File: src/rtl/core/cbs_pkg.sv
// shared types and constants of the cqi band selector
package cbs_pkg;

  // select_mode register bits: bit 1 picks robust mean, else bit 0 picks minimum
  localparam int unsigned MODE_W          = 2;
  localparam int unsigned MODE_ROBUST_BIT = 1;
  localparam int unsigned MODE_MIN_BIT    = 0;

  localparam int unsigned CQI_W  = 4;
  localparam int unsigned BAND_W = 5;
  localparam int unsigned MASK_W = 32;

  // quotient of the mean fits in CQI_W bits, so the divider runs CQI_W steps
  localparam int unsigned DIV_STEPS = CQI_W;
  localparam int unsigned DSTEP_W   = $clog2(DIV_STEPS);

  typedef struct packed {
    logic [CQI_W-1:0] band_cqi;
    logic             band_usable;
    logic             last_band;
  } cbs_in_t;

  typedef struct packed {
    logic [BAND_W-1:0] chosen_band;
    logic [CQI_W-1:0]  chosen_cqi;
    logic [MASK_W-1:0] band_mask;
  } cbs_out_t;

  typedef enum logic [2:0] {
    ST_LOAD,
    ST_DIV,
    ST_SCAN,
    ST_DRAIN,
    ST_DONE
  } cbs_state_e;

  typedef struct packed {
    logic load;
    logic div_step;
    logic scan_rd;
    logic finish;
  } cbs_cmd_t;

  typedef struct packed {
    logic robust;
    logic div_last;
    logic scan_last;
  } cbs_stat_t;

endpackage

File: src/rtl/core/cbs_ram.sv
// generic single-port-write ram with registered read
module cbs_ram #(
  parameter int unsigned WIDTH = 4,
  parameter int unsigned DEPTH = 32
) (
  input  logic                                       clk_i,
  input  logic                                       we_i,
  input  logic [((DEPTH > 1) ? $clog2(DEPTH) : 1)-1:0] waddr_i,
  input  logic [WIDTH-1:0]                           wdata_i,
  input  logic                                       re_i,
  input  logic [((DEPTH > 1) ? $clog2(DEPTH) : 1)-1:0] raddr_i,
  output logic [WIDTH-1:0]                           rdata_o
);

  logic [WIDTH-1:0] mem_q [DEPTH];
  logic [WIDTH-1:0] rdata_q;

  always_ff @(posedge clk_i) begin
    if (we_i) begin
      mem_q[waddr_i] <= wdata_i;
    end
    if (re_i) begin
      rdata_q <= mem_q[raddr_i];
    end
  end

  assign rdata_o = rdata_q;

endmodule

File: src/rtl/core/cbs_ctrl.sv
// controller state machine of the cqi band selector
module cbs_ctrl (
  input  logic              clk_i,
  input  logic              rst_ni,
  input  logic              start,
  input  logic              last_band_i,
  input  cbs_pkg::cbs_stat_t stat_i,
  output cbs_pkg::cbs_cmd_t  cmd_o,
  output logic              busy,
  output logic              result_valid_o
);

  cbs_pkg::cbs_state_e state_q, state_d;

  always_ff @(posedge clk_i or negedge rst_ni) begin
    if (!rst_ni) begin
      state_q <= cbs_pkg::ST_LOAD;
    end else begin
      state_q <= state_d;
    end
  end

  always_comb begin
    state_d        = state_q;
    cmd_o          = '0;
    busy           = 1'b1;
    result_valid_o = 1'b0;
    case (state_q)
      cbs_pkg::ST_LOAD: begin
        busy = 1'b0;
        if (start) begin
          cmd_o.load = 1'b1;
          if (last_band_i) begin
            state_d = stat_i.robust ? cbs_pkg::ST_DIV : cbs_pkg::ST_SCAN;
          end
        end
      end
      cbs_pkg::ST_DIV: begin
        cmd_o.div_step = 1'b1;
        if (stat_i.div_last) begin
          state_d = cbs_pkg::ST_SCAN;
        end
      end
      cbs_pkg::ST_SCAN: begin
        cmd_o.scan_rd = 1'b1;
        if (stat_i.scan_last) begin
          state_d = cbs_pkg::ST_DRAIN;
        end
      end
      cbs_pkg::ST_DRAIN: begin
        state_d = cbs_pkg::ST_DONE;
      end
      cbs_pkg::ST_DONE: begin
        cmd_o.finish   = 1'b1;
        result_valid_o = 1'b1;
        state_d        = cbs_pkg::ST_LOAD;
      end
      default: begin
        state_d = cbs_pkg::ST_LOAD;
      end
    endcase
  end

endmodule

File: src/rtl/core/cbs_datapath.sv
// band store, running sum, mean divider and search registers
module cbs_datapath #(
  parameter int unsigned MAX_BANDS = 32
) (
  input  logic                               clk_i,
  input  logic                               rst_ni,
  input  logic [cbs_pkg::MODE_W-1:0]         mode_i,
  input  cbs_pkg::cbs_in_t                   item_i,
  input  cbs_pkg::cbs_cmd_t                  cmd_i,
  output cbs_pkg::cbs_stat_t                 stat_o,
  output cbs_pkg::cbs_out_t                  result_o
);

  localparam int unsigned IDX_W = (MAX_BANDS > 1) ? $clog2(MAX_BANDS) : 1;
  localparam int unsigned CNT_W = $clog2(MAX_BANDS + 1);
  localparam int unsigned SUM_W = $clog2(15 * MAX_BANDS + 1);
  localparam int unsigned DIV_W = SUM_W + CNT_W;
  localparam int unsigned EXT_W = IDX_W + cbs_pkg::BAND_W;
  localparam int unsigned UEX_W = MAX_BANDS + cbs_pkg::MASK_W;

  logic [CNT_W-1:0]             cnt_q, cnt_d;
  logic [SUM_W-1:0]             sum_q, sum_d;
  logic [MAX_BANDS-1:0]         usable_q, usable_d;
  logic                         store_en;

  logic [SUM_W-1:0]             rem_q;
  logic [cbs_pkg::CQI_W-1:0]    quot_q;
  logic [cbs_pkg::DSTEP_W-1:0]  dstep_q;
  logic [DIV_W-1:0]             div_sub;
  logic                         div_ge;

  logic [IDX_W-1:0]             rd_addr_q;
  logic [IDX_W-1:0]             rd_idx_q;
  logic                         rd_vld_q;
  logic [cbs_pkg::CQI_W-1:0]    rd_cqi;
  logic [EXT_W-1:0]             idx_ext;

  logic                         any_all_q, any_use_q;
  logic [cbs_pkg::BAND_W-1:0]   ba_band_q, bu_band_q;
  logic [cbs_pkg::CQI_W-1:0]    ba_cqi_q, bu_cqi_q;
  logic [cbs_pkg::MASK_W-1:0]   mask_q;
  logic                         want_min, robust;
  logic                         beat_all, beat_use;
  logic [UEX_W-1:0]             usable_ext;

  assign robust   = mode_i[cbs_pkg::MODE_ROBUST_BIT];
  assign want_min = mode_i[cbs_pkg::MODE_MIN_BIT];

  // load side: items past the store depth are dropped
  assign store_en = cmd_i.load && (cnt_q < CNT_W'(MAX_BANDS));

  always_comb begin
    cnt_d    = cnt_q;
    sum_d    = sum_q;
    usable_d = usable_q;
    if (store_en) begin
      cnt_d = cnt_q + 1'b1;
      sum_d = sum_q + SUM_W'(item_i.band_cqi);
      if (item_i.band_usable) begin
        usable_d[cnt_q[IDX_W-1:0]] = 1'b1;
      end
    end
    // report emptied once its result is out
    if (cmd_i.finish) begin
      cnt_d    = '0;
      sum_d    = '0;
      usable_d = '0;
    end
  end

  cbs_ram #(
    .WIDTH (cbs_pkg::CQI_W),
    .DEPTH (MAX_BANDS)
  ) u_store (
    .clk_i   (clk_i),
    .we_i    (store_en),
    .waddr_i (cnt_q[IDX_W-1:0]),
    .wdata_i (item_i.band_cqi),
    .re_i    (cmd_i.scan_rd),
    .raddr_i (rd_addr_q),
    .rdata_o (rd_cqi)
  );

  // restoring divide, one quotient bit per step
  assign div_sub = DIV_W'(cnt_q) << dstep_q;
  assign div_ge  = DIV_W'(rem_q) >= div_sub;

  assign idx_ext  = {{cbs_pkg::BAND_W{1'b0}}, rd_idx_q};
  assign beat_all = !any_all_q || (want_min ? (rd_cqi < ba_cqi_q) : (rd_cqi > ba_cqi_q));
  assign beat_use = !any_use_q || (want_min ? (rd_cqi < bu_cqi_q) : (rd_cqi > bu_cqi_q));

  always_ff @(posedge clk_i or negedge rst_ni) begin
    if (!rst_ni) begin
      cnt_q     <= '0;
      sum_q     <= '0;
      usable_q  <= '0;
      rem_q     <= '0;
      quot_q    <= '0;
      dstep_q   <= '0;
      rd_addr_q <= '0;
      rd_idx_q  <= '0;
      rd_vld_q  <= 1'b0;
      any_all_q <= 1'b0;
      any_use_q <= 1'b0;
      ba_band_q <= '0;
      ba_cqi_q  <= '0;
      bu_band_q <= '0;
      bu_cqi_q  <= '0;
      mask_q    <= '0;
    end else begin
      cnt_q    <= cnt_d;
      sum_q    <= sum_d;
      usable_q <= usable_d;
      rd_vld_q <= cmd_i.scan_rd;

      if (cmd_i.load && item_i.last_band) begin
        rem_q     <= sum_d;
        quot_q    <= '0;
        dstep_q   <= cbs_pkg::DSTEP_W'(cbs_pkg::DIV_STEPS - 1);
        rd_addr_q <= '0;
        any_all_q <= 1'b0;
        any_use_q <= 1'b0;
        mask_q    <= '0;
      end

      if (cmd_i.div_step) begin
        if (div_ge) begin
          rem_q           <= rem_q - div_sub[SUM_W-1:0];
          quot_q[dstep_q] <= 1'b1;
        end
        dstep_q <= dstep_q - 1'b1;
      end

      if (cmd_i.scan_rd) begin
        rd_addr_q <= rd_addr_q + 1'b1;
        rd_idx_q  <= rd_addr_q;
      end

      if (rd_vld_q) begin
        if (beat_all) begin
          any_all_q <= 1'b1;
          ba_band_q <= idx_ext[cbs_pkg::BAND_W-1:0];
          ba_cqi_q  <= rd_cqi;
        end
        if (usable_q[rd_idx_q] && beat_use) begin
          any_use_q <= 1'b1;
          bu_band_q <= idx_ext[cbs_pkg::BAND_W-1:0];
          bu_cqi_q  <= rd_cqi;
        end
        if (idx_ext < EXT_W'(cbs_pkg::MASK_W)) begin
          mask_q[idx_ext[cbs_pkg::BAND_W-1:0]] <= robust ? (rd_cqi >= quot_q) : 1'b1;
        end
      end

      if (cmd_i.finish) begin
        ba_band_q <= '0;
        ba_cqi_q  <= '0;
        bu_band_q <= '0;
        bu_cqi_q  <= '0;
      end
    end
  end

  assign stat_o.robust    = robust;
  assign stat_o.div_last  = (dstep_q == '0);
  assign stat_o.scan_last = (((IDX_W + 1)'(rd_addr_q) + 1'b1) == (IDX_W + 1)'(cnt_q));

  assign usable_ext = {{cbs_pkg::MASK_W{1'b0}}, usable_q};

  always_comb begin
    if (robust) begin
      result_o.chosen_band = '0;
      result_o.chosen_cqi  = quot_q;
      result_o.band_mask   = mask_q;
    end else if (any_use_q) begin
      result_o.chosen_band = bu_band_q;
      result_o.chosen_cqi  = bu_cqi_q;
      result_o.band_mask   = usable_ext[cbs_pkg::MASK_W-1:0];
    end else begin
      result_o.chosen_band = ba_band_q;
      result_o.chosen_cqi  = ba_cqi_q;
      result_o.band_mask   = mask_q;
    end
  end

endmodule

File: src/rtl/core/cqi_band_selector.sv
// top level of the cqi band selector: mode register, controller and datapath
// sequence: bands load one per cycle with busy low; the band marked last ends
//   the report, and its result strobes after the store is scanned (one band
//   read from the store per cycle) and drained in maximum/minimum mode, with
//   four divider steps for the mean ahead of the scan in robust mode
// throughput: one band transaction per cycle while busy is low; busy stays high
//   from the last band until the result cycle, which the receiver always takes
// reset: asynchronous active low; mode returns to maximum, report is emptied
module cqi_band_selector #(
  parameter int unsigned MAX_BANDS = 32
) (
  input  logic                       clk_i,
  input  logic                       rst_ni,
  input  logic                       cfg_we_i,
  input  logic [cbs_pkg::MODE_W-1:0] cfg_wdata_i,
  input  logic                       start,
  output logic                       busy,
  input  cbs_pkg::cbs_in_t           item_i,
  output logic                       result_valid_o,
  output cbs_pkg::cbs_out_t          result_o
);

  // select_mode register; the user must write it only while no report is finishing, the block does not enforce this
  logic [cbs_pkg::MODE_W-1:0] mode_q, mode_d;

  cbs_pkg::cbs_cmd_t  cmd;
  cbs_pkg::cbs_stat_t stat;

  assign mode_d = cfg_we_i ? cfg_wdata_i : mode_q;

  always_ff @(posedge clk_i or negedge rst_ni) begin
    if (!rst_ni) begin
      mode_q <= '0;
    end else begin
      mode_q <= mode_d;
    end
  end

  // sequencer: load, divide (robust only), scan the store, drain, report
  cbs_ctrl u_ctrl (
    .clk_i          (clk_i),
    .rst_ni         (rst_ni),
    .start          (start),
    .last_band_i    (item_i.last_band),
    .stat_i         (stat),
    .cmd_o          (cmd),
    .busy           (busy),
    .result_valid_o (result_valid_o)
  );

  // band store, running sum, mean divider and extreme search
  cbs_datapath #(
    .MAX_BANDS (MAX_BANDS)
  ) u_dp (
    .clk_i    (clk_i),
    .rst_ni   (rst_ni),
    .mode_i   (mode_q),
    .item_i   (item_i),
    .cmd_i    (cmd),
    .stat_o   (stat),
    .result_o (result_o)
  );

  // a result transaction only shows while the block is busy
  assert property (@(posedge clk_i) disable iff (!rst_ni)
    result_valid_o |-> busy)
    else $error("result strobe while idle");

  // the last band of a report always starts the final pass
  assert property (@(posedge clk_i) disable iff (!rst_ni)
    (start && !busy && item_i.last_band) |=> (busy && !result_valid_o))
    else $error("last band did not start the final pass");

  // a band that is not last gives no result and leaves the block ready
  assert property (@(posedge clk_i) disable iff (!rst_ni)
    (start && !busy && !item_i.last_band) |=> (!busy && !result_valid_o))
    else $error("non-last band produced activity");

  // one strobe per report
  assert property (@(posedge clk_i) disable iff (!rst_ni)
    result_valid_o |=> (!result_valid_o && !busy))
    else $error("result strobe longer than one cycle");

  // robust mode always reports band zero
  assert property (@(posedge clk_i) disable iff (!rst_ni)
    (result_valid_o && mode_q[cbs_pkg::MODE_ROBUST_BIT]) |-> (result_o.chosen_band == '0))
    else $error("robust result with nonzero band");

endmodule

File: config.mk
export PLATFORM = sky130hd
export DESIGN_NAME = cqi_band_selector
export DESIGN_NICKNAME = d
export VERILOG_FILES = /design/src/rtl/core/cbs_pkg.sv /design/src/rtl/core/cbs_ram.sv /design/src/rtl/core/cbs_ctrl.sv /design/src/rtl/core/cbs_datapath.sv /design/src/rtl/core/cqi_band_selector.sv
export SDC_FILE = /design/constraint.sdc
export NUM_CORES = 1
export LEC_CHECK = 0
export BUFFER_PORTS_ARGS = -buffer_cell sky130_fd_sc_hd__buf_2
export CAP_MARGIN = 10
export CORE_MARGIN = 8
export CORE_UTILIZATION = 30
export DETAILED_ROUTE_END_ITERATION = 6
export GPL_TIMING_DRIVEN = 0
export PLACE_DENSITY = 0.45
export REMOVE_ABC_BUFFERS = 1
export SLEW_MARGIN = 20
export SYNTH_ARGS = -nofsm -noshare
export SYNTH_HDL_FRONTEND = slang
export SYNTH_HIERARCHICAL = 1
export SYNTH_SLANG_ARGS = --single-unit
File: constraint.sdc
create_clock -name clk_i -period 8.21 [get_ports clk_i]
set_input_delay 0 -clock clk_i [delete_from_list [all_inputs] [get_ports clk_i]]
set_output_delay 0 -clock clk_i [all_outputs]
set_load 0.1 [all_outputs]
* Word level (Yosys, flattened, before mapping)
Memory sizes are Yosys's and may differ from the RTL's. A register that Yosys moved wholly into a read port is not among the register bits.
Cells that the tools add are included.
** Word-level totals
- Memory bits (writable) :: 128
- ROM bits :: 0
- Input bits :: 12
- Memories kept :: 1
- Register bits :: 130
- Logic and storage cells :: 140
- Latch bits :: 0
** Cells by class
- Muxes and demuxes :: 66
- Add/subtract/negate cells :: 6
- Shift operators :: 1
- Eq/ne operators :: 9
- Reduce and logical (&&, ||, !) cells :: 23
- Multipliers :: 0
- Divide/modulo/power cells :: 0
- Bitwise gates (word level) :: 2
- $lt $le $gt $ge :: 14
** Memories
- u_dp.u_store.mem_q :: depth 32, width 4, rd ports 1, clocked after memory_dff 1, wr ports 1, line cbs_ram.sv:15 : logic [WIDTH-1:0] mem_q [DEPTH];
** Operator list (number)
- 32-bit two-way mux :: 6
- 41-bit two-way mux :: 2
- 9-bit two-way mux :: 5
- 5-bit two-way mux :: 8
- 4-bit two-way mux :: 9
- 32-bit bitwise mux :: 1
- 32-bit bitwise OR :: 1
- 1-bit two-way mux :: 21
- 5-bit by 6-bit < comparator with 1-bit output (second input constant) :: 3
- 9-bit by 15-bit greater-or-equal comparator with 1-bit output :: 1
- 6-bit by 2-bit << shifter with 15-bit output :: 1
- 2-bit nonzero test :: 7
- 3-bit two-way mux :: 4
- 6-bit two-way mux :: 2
- 3-bit case mux with 4 select lines :: 1
- 1-bit demux with 5-bit select :: 2
- 5-bit by 1-bit greater-or-equal comparator with 1-bit output (second input constant) :: 2
- 9-bit by 4-bit adder with 9-bit output :: 1
- 9-bit subtractor :: 1
- 4-bit greater-than comparator :: 2
- 4-bit < comparator :: 2
- 2-bit inequality test (second input constant) :: 4
- 5-bit by 1-bit adder with 6-bit output (second input constant) :: 1
- 6-bit by 1-bit adder with 6-bit output (second input constant) :: 1
- 21 further kinds :: 33

* Longest topological paths before layout
- Word-level depth :: 8
- Depth in mapped cells :: 12
- Depth with buffers taken out :: 11

* By module
The synthesis kept the hierarchy.
** Modules (own cells, without submodules)
- cbs_datapath :: area an instance 7343.3 µm², cells each 735, sequential area each 3128.0 µm², times used 1
- cbs_ram :: area an instance 5178.7 µm², cells each 231, sequential area each 3963.8 µm², times used 1
- cbs_ctrl :: area an instance 202.7 µm², cells each 21, sequential area each 75.1 µm², times used 1
- cqi_band_selector :: area an instance 72.6 µm², cells each 4, sequential area each 50.0 µm², times used 1

* Worst setup path before layout
No wires, ideal clock.
- Kind :: register to register
- From :: reg u_ctrl.state_q[1]
- To :: reg u_dp.rem_q[3]
- Arrival :: 3.965 ns
- Slack :: 4.120 ns
- Data required time :: 8.085 ns
- Stages on the path, launching flop included :: 10
- Period minus slack after synthesis :: 4.090 ns
- Library setup time :: 0.125 ns
- Path buffers :: 4
- Cells stage by stage :: dfrtp_1 buf_4 nor3b_1 buf_4 clkbuf_1 clkbuf_1 nand2_1 o21ai_0 a31oi_1 mux2_2
** Between the ends
- Elaborated cells between the ends (all ways) :: 13
- Those cells by class :: eq/ne: 2; mux: 8; reduce/logical: 3
** RTL lines
- from (decl) :: line cbs_ctrl.sv:13 : cbs_pkg::cbs_state_e state_q, state_d;
- from (signal assigned) :: line cbs_ctrl.sv:17 : state_q <= cbs_pkg::ST_LOAD;
- from (signal assigned) :: line cbs_ctrl.sv:19 : state_q <= state_d;
- 3-bit == test (*)
- 1-bit two-way mux (*)
- named net result_valid_o :: line cqi_band_selector.sv:19 : output logic result_valid_o,
- 9-bit two-way mux (*) :: line cbs_datapath.sv:64 : if (cmd_i.finish) begin
- 9-bit two-way mux (*) :: line cbs_datapath.sv:116 : if (cmd_i.load && item_i.last_band) begin
- 9-bit two-way mux :: line cbs_datapath.sv:127 : if (div_ge) begin
- 9-bit two-way mux (*) :: line cbs_datapath.sv:126 : if (cmd_i.div_step) begin
- to (signal assigned) :: line cbs_datapath.sv:117 : rem_q <= sum_d;
- to (signal assigned) :: line cbs_datapath.sv:128 : rem_q <= rem_q - div_sub[SUM_W-1:0];
- to (decl) :: line cbs_datapath.sv:26 : logic [SUM_W-1:0] rem_q;
The timed path passes the listed nets; every way through them passes the cells marked *.
A chain may end at the register's enable or synchronous reset.

* Worst setup path after layout
- From :: reg u_dp.cnt_q[3]
- To :: reg u_dp.rem_q[3]
** Between the ends
- Longest elaborated chain between the ends :: 7
- Elaborated cells between the ends (all ways) :: 10
- Those cells by class :: add/sub: 1; order compare: 2; shift: 1; mux: 5; reduce/logical: 1
** RTL lines
- from (decl) :: line cbs_datapath.sv:21 : logic [CNT_W-1:0] cnt_q, cnt_d;
- from (signal assigned) :: line cbs_datapath.sv:111 : cnt_q <= cnt_d;
- 6-bit < comparator :: line cbs_datapath.sv:50 : assign store_en = cmd_i.load && (cnt_q < CNT_W'(MAX_BANDS));
- 1-bit logical AND :: line cbs_datapath.sv:50
- 9-bit two-way mux :: line cbs_datapath.sv:56 : if (store_en) begin
- 9-bit two-way mux :: line cbs_datapath.sv:64
- 9-bit two-way mux :: line cbs_datapath.sv:116
- 9-bit two-way mux :: line cbs_datapath.sv:127
- 9-bit two-way mux (*) :: line cbs_datapath.sv:126
Mark *: on every way between the ends. The rest lies on a longest branch, timed or not.

==> results.txt <==
----------------------------------------------------
[Yosys]
  Fraction of registers with async set/reset ... 49.6%
  Post-Synthesis Mean Instance Area ... 12.9 um2
  Synth warn ... 6
  Fraction of post-synthesis cell area in the top cell type by area ... 31.0%
  Sequential cell area fraction in the yosys report ... 56.4%
  Synth area leaders ... sky130_fd_sc_hd__edfxtp_1 (31%), sky130_fd_sc_hd__dfrtp_1 (25%), sky130_fd_sc_hd__mux4_2 (7.0%)
  Unique masters post-synth ... 59
  EDFF count, synth ... 132
  Register bit count reported by yosys ... 262
  Number of instances in the synthesized netlist ... 991
  Top flip-flop cell by instance count after synthesis ... sky130_fd_sc_hd__edfxtp_1
  Leading area contributor after synthesis ... sky130_fd_sc_hd__edfxtp_1
  Area of the mapped netlist ... 12800 um2

[Placement]
  Count of input and output buffers ... 54
  Global placement routability congestion ... 0.725
  Sum of net half-perimeters after detailed placement ... 21100 um
  Placement Setup Slack ... 4.72 ns

[CTS]
  Number of sinks on the clock net ... 262
  Skew-Pair Late Insertion Delay ... 0.57 ns
  Post-CTS Repair Setup Buffers ... 0
  Maximum count of clock buffers along a single path ... 3
  Buffer cell driving the clock tree root ... sky130_fd_sc_hd__clkbuf_16
  TritonCTS Buffers ... 30
  Register clock-pin slew on the reported worst setup and hold paths ... 0.06 ns
  CTS tree ... done
  H-Tree Level Count ... 1

[Global route]
  Global route total overflow ... 0
  First-pass GRT wire length ... 50900 um
  Total global routing track utilization ... 13.0%
  Via count of the first global-routing pass ... 8207
  Largest net degree at the start of global routing ... 61
  Initial antenna violation count ... 0

[Setup path]
  Highest fanout seen on the critical path ... 24
  Launching element type of the critical path ... flip-flop
  Sort of element at the end of the critical path ... flip-flop
  Biggest cell delay along the critical path ... 1.03 ns
  Cell-by-cell trace of the critical path ... mux2_2 > nor2_1 > a21oi_1 > inv_1 > ha_1 > o21ai_0 > nand2b_1 > a21oi_1 > a211oi_1 > nor2_2 > mux2_2
  Worst setup path class ... reg2reg
  Cell class contributing the biggest share of worst-path delay ... flip-flops
  Worst path buffer plus inverter count ... 1
  Crit path max-delay cell type ... sky130_fd_sc_hd__dfrtp_1
  Data required, critical path ... 8.67 ns
  Arrival @ worst endpoint ... 3.90 ns

[Timing]
  Final Cycle Share ... 41.8%
  Slew @ Worst Pin ... 1.09 ns
  RSZ-0062 raised after global routing ... false
  Final number of setup-violating endpoints ... 0
  Relative slew margins ... 27.4%
  Setup skew after layout ... 0.0274 ns
  Fin worst setup slack ... 4.78 ns
  Number of failing hold endpoints at the final stage ... 0
  Hold_ws ... 0.132 ns
  Number of slew-limit violations in the final report ... 0
  Tmin final ... 3.43 ns
  Fmax ... 0.291 GHz

[Routing]
  First-pass DRT Iterations ... 5
  Number of DRC violations after detailed-routing iteration 0 ... 633
  Aggregate routed wire length ... 32400 um
  Post-route DRC violation count ... 0
  Met1 wire length ... 15300 um
  Top routing layer in use ... met4
  Number of antenna-violating nets in the routed design ... 0
  Via total after detailed routing ... 8002
  DR vias/cell ... 5.03
  Detailed-routed wire length on met2 ... 15200 um
  Routed len/inst ... 20.4 um
  Met3 wire length ... 1270 um

[Min path]
  Worst min-delay path class ... in2reg

[Floorplan]
  Row Count ... 75
  # IOs ... 55
  Die extent in y ... 223 um
  Horiz. Die Dim ... 223 um
  Floorplan Core Area ... 42000 um2
  Starting density of the core ... 30.4%
  Floorplan die area ... 49500 um2

[Cells and area]
  Area Growth Syn to Fin ... 15.4%
  Most common library cell in the layout ignoring fill and taps ... sky130_fd_sc_hd__edfxtp_1
  Most frequent cells in the layout ... sky130_fd_sc_hd__edfxtp_1 (132), sky130_fd_sc_hd__dfrtp_1 (127), sky130_fd_sc_hd__nor2_1 (105)
  Fraction of final layout cells with drive strength greater than 1 ... 21.1%
  # nets final ... 1082
  Antenna Cells ... 0

[Power]
  Power per unit of standard cell area ... 355 nW/um2
  Lkg Pwr ... 5.87 nW
  Peak supply drop ... 0.224 mV

[Outcome]
  Status ... finished clean

[Run]
  Max-cap viol count ... 0

----------------------------------------------------
==> cells by family (layout without fill, tap and decap cells) <==
group           Yosys count  after routing  share of synthesized area (%)
flops                   262            262                           56.4
mux                     150            150                           16.1
compound gates          187            187                           9.59
simple gates            241            241                           9.46
fa+ha+maj                37             37                           3.73
xor+xnor                 19             19                           1.30
buf+inv                  95            157                           3.39
==> final timing paths <==
check | start | to | slack (ns) | depth (start not counted)
worst max register to register | u_dp/cnt_q[3]$_DFFE_PN0P_ | u_dp/rem_q[3]$_DFF_PN0_ | 4.78 | 11
min in group asynchronous | rst_ni | mode_q[0]$_DFFE_PN0P_ | 0.49 | 3
worst max-delay path | u_dp/cnt_q[3]$_DFFE_PN0P_ | u_dp/rem_q[3]$_DFF_PN0_ | 4.78 | 11
worst min-delay path | start | u_ctrl/state_q[1]$_DFFE_PN0P_ | 0.13 | 4
max in group asynchronous | rst_ni | u_dp/rd_addr_q[0]$_DFFE_PN0P_ | 6.21 | 4
worst min register to register | u_dp/any_all_q$_DFF_PN0_ | u_dp/any_all_q$_DFF_PN0_ | 0.50 | 1
==> where the power goes <==
group	internal, mW	switching (mW)	leakage (nW)
logic	0.803	1.19	2.47
clock network	0.792	0.530	0.481
registers	1.60	0.330	2.91
total	3.20	2.05	5.87
==> state kept, by name, indices dropped and copies added (netlist names) <==
| name | flops |
|---|---|
| mode_q | 2 |
| u_ctrl/state_q | 3 |
| u_dp/any_all_q | 1 |
| u_dp/any_use_q | 1 |
| u_dp/ba_band_q | 5 |
| u_dp/ba_cqi_q | 4 |
| u_dp/bu_band_q | 5 |
| u_dp/bu_cqi_q | 4 |
| u_dp/cnt_q | 6 |
| u_dp/dstep_q | 2 |
| u_dp/mask_q | 32 |
| u_dp/quot_q | 4 |
| u_dp/rd_addr_q | 5 |
| u_dp/rd_idx_q | 5 |
| u_dp/rd_vld_q | 1 |
| u_dp/rem_q | 9 |
| u_dp/sum_q | 9 |
| u_dp/u_store/mem_q | 128 |
| u_dp/u_store/rdata_o | 4 |
| u_dp/usable_q | 32 |
==> Yosys cell counts, types with 24 or more instances <==
cell type / n
sky130_fd_sc_hd__mux2_2: 49
sky130_fd_sc_hd__o31ai_1: 32
sky130_fd_sc_hd__mux2i_1: 61
sky130_fd_sc_hd__a21oi_1: 57
sky130_fd_sc_hd__mux4_2: 40
sky130_fd_sc_hd__ha_1: 35
sky130_fd_sc_hd__o211ai_1: 34
sky130_fd_sc_hd__inv_1: 24
sky130_fd_sc_hd__nand2_1: 29
sky130_fd_sc_hd__clkbuf_1: 44
sky130_fd_sc_hd__nor2_1: 105
sky130_fd_sc_hd__edfxtp_1: 132
sky130_fd_sc_hd__dfrtp_1: 130
==> worst reg2reg max path: cells and delay by family (launching register included) <==
| family | cells | cell delay (ns) |
|---|---|---|
| adders and majority gates | 1 | 0.34 |
| DFF | 1 | 1.03 |
| muxes | 2 | 0.71 |
| buffers and inverters | 1 | 0.07 |
| and+or+nand+nor | 3 | 0.55 |
| AOI/OAI and AO/OA | 4 | 0.61 |
==> through the flow <==
stage                     power, mW  TNS (ns)  cells  cell area, um2  utilization, %
final                          5.24         0   1592           14800            35.1
after global routing           5.58         0   1592           14800            35.1
after CTS                      5.32         0   1592           14800            35.1
after detailed placement       3.96         0   1527           13700            32.5
after global placement         3.91     -6.98   1513           13400            31.9
after floorplan                3.35         0    920           12500               -
==> layout make-up <==
type	count	area, um2
fill	4105	27300
sequential	262	7220
multi-input combinational	634	5180
clock buffer	42	867
tap	539	674
timing repair buffer	81	612
clock inverter	10	113
inverter	24	90.1
==> per-layer routing <==
layer,vias up,track usage (%)
li1,3797,-
met1,4042,17.8
met2,128,21.1
met3,35,2.20
met4,0,3.76
met5,-,0
==> repair_timing <==
action                                 CTS  global route
endpoints found under the hold margin  229             0
gates resized for setup                  0             0
hold buffers                            13             0
Note: power is estimated with default switching activity, not from simulation.
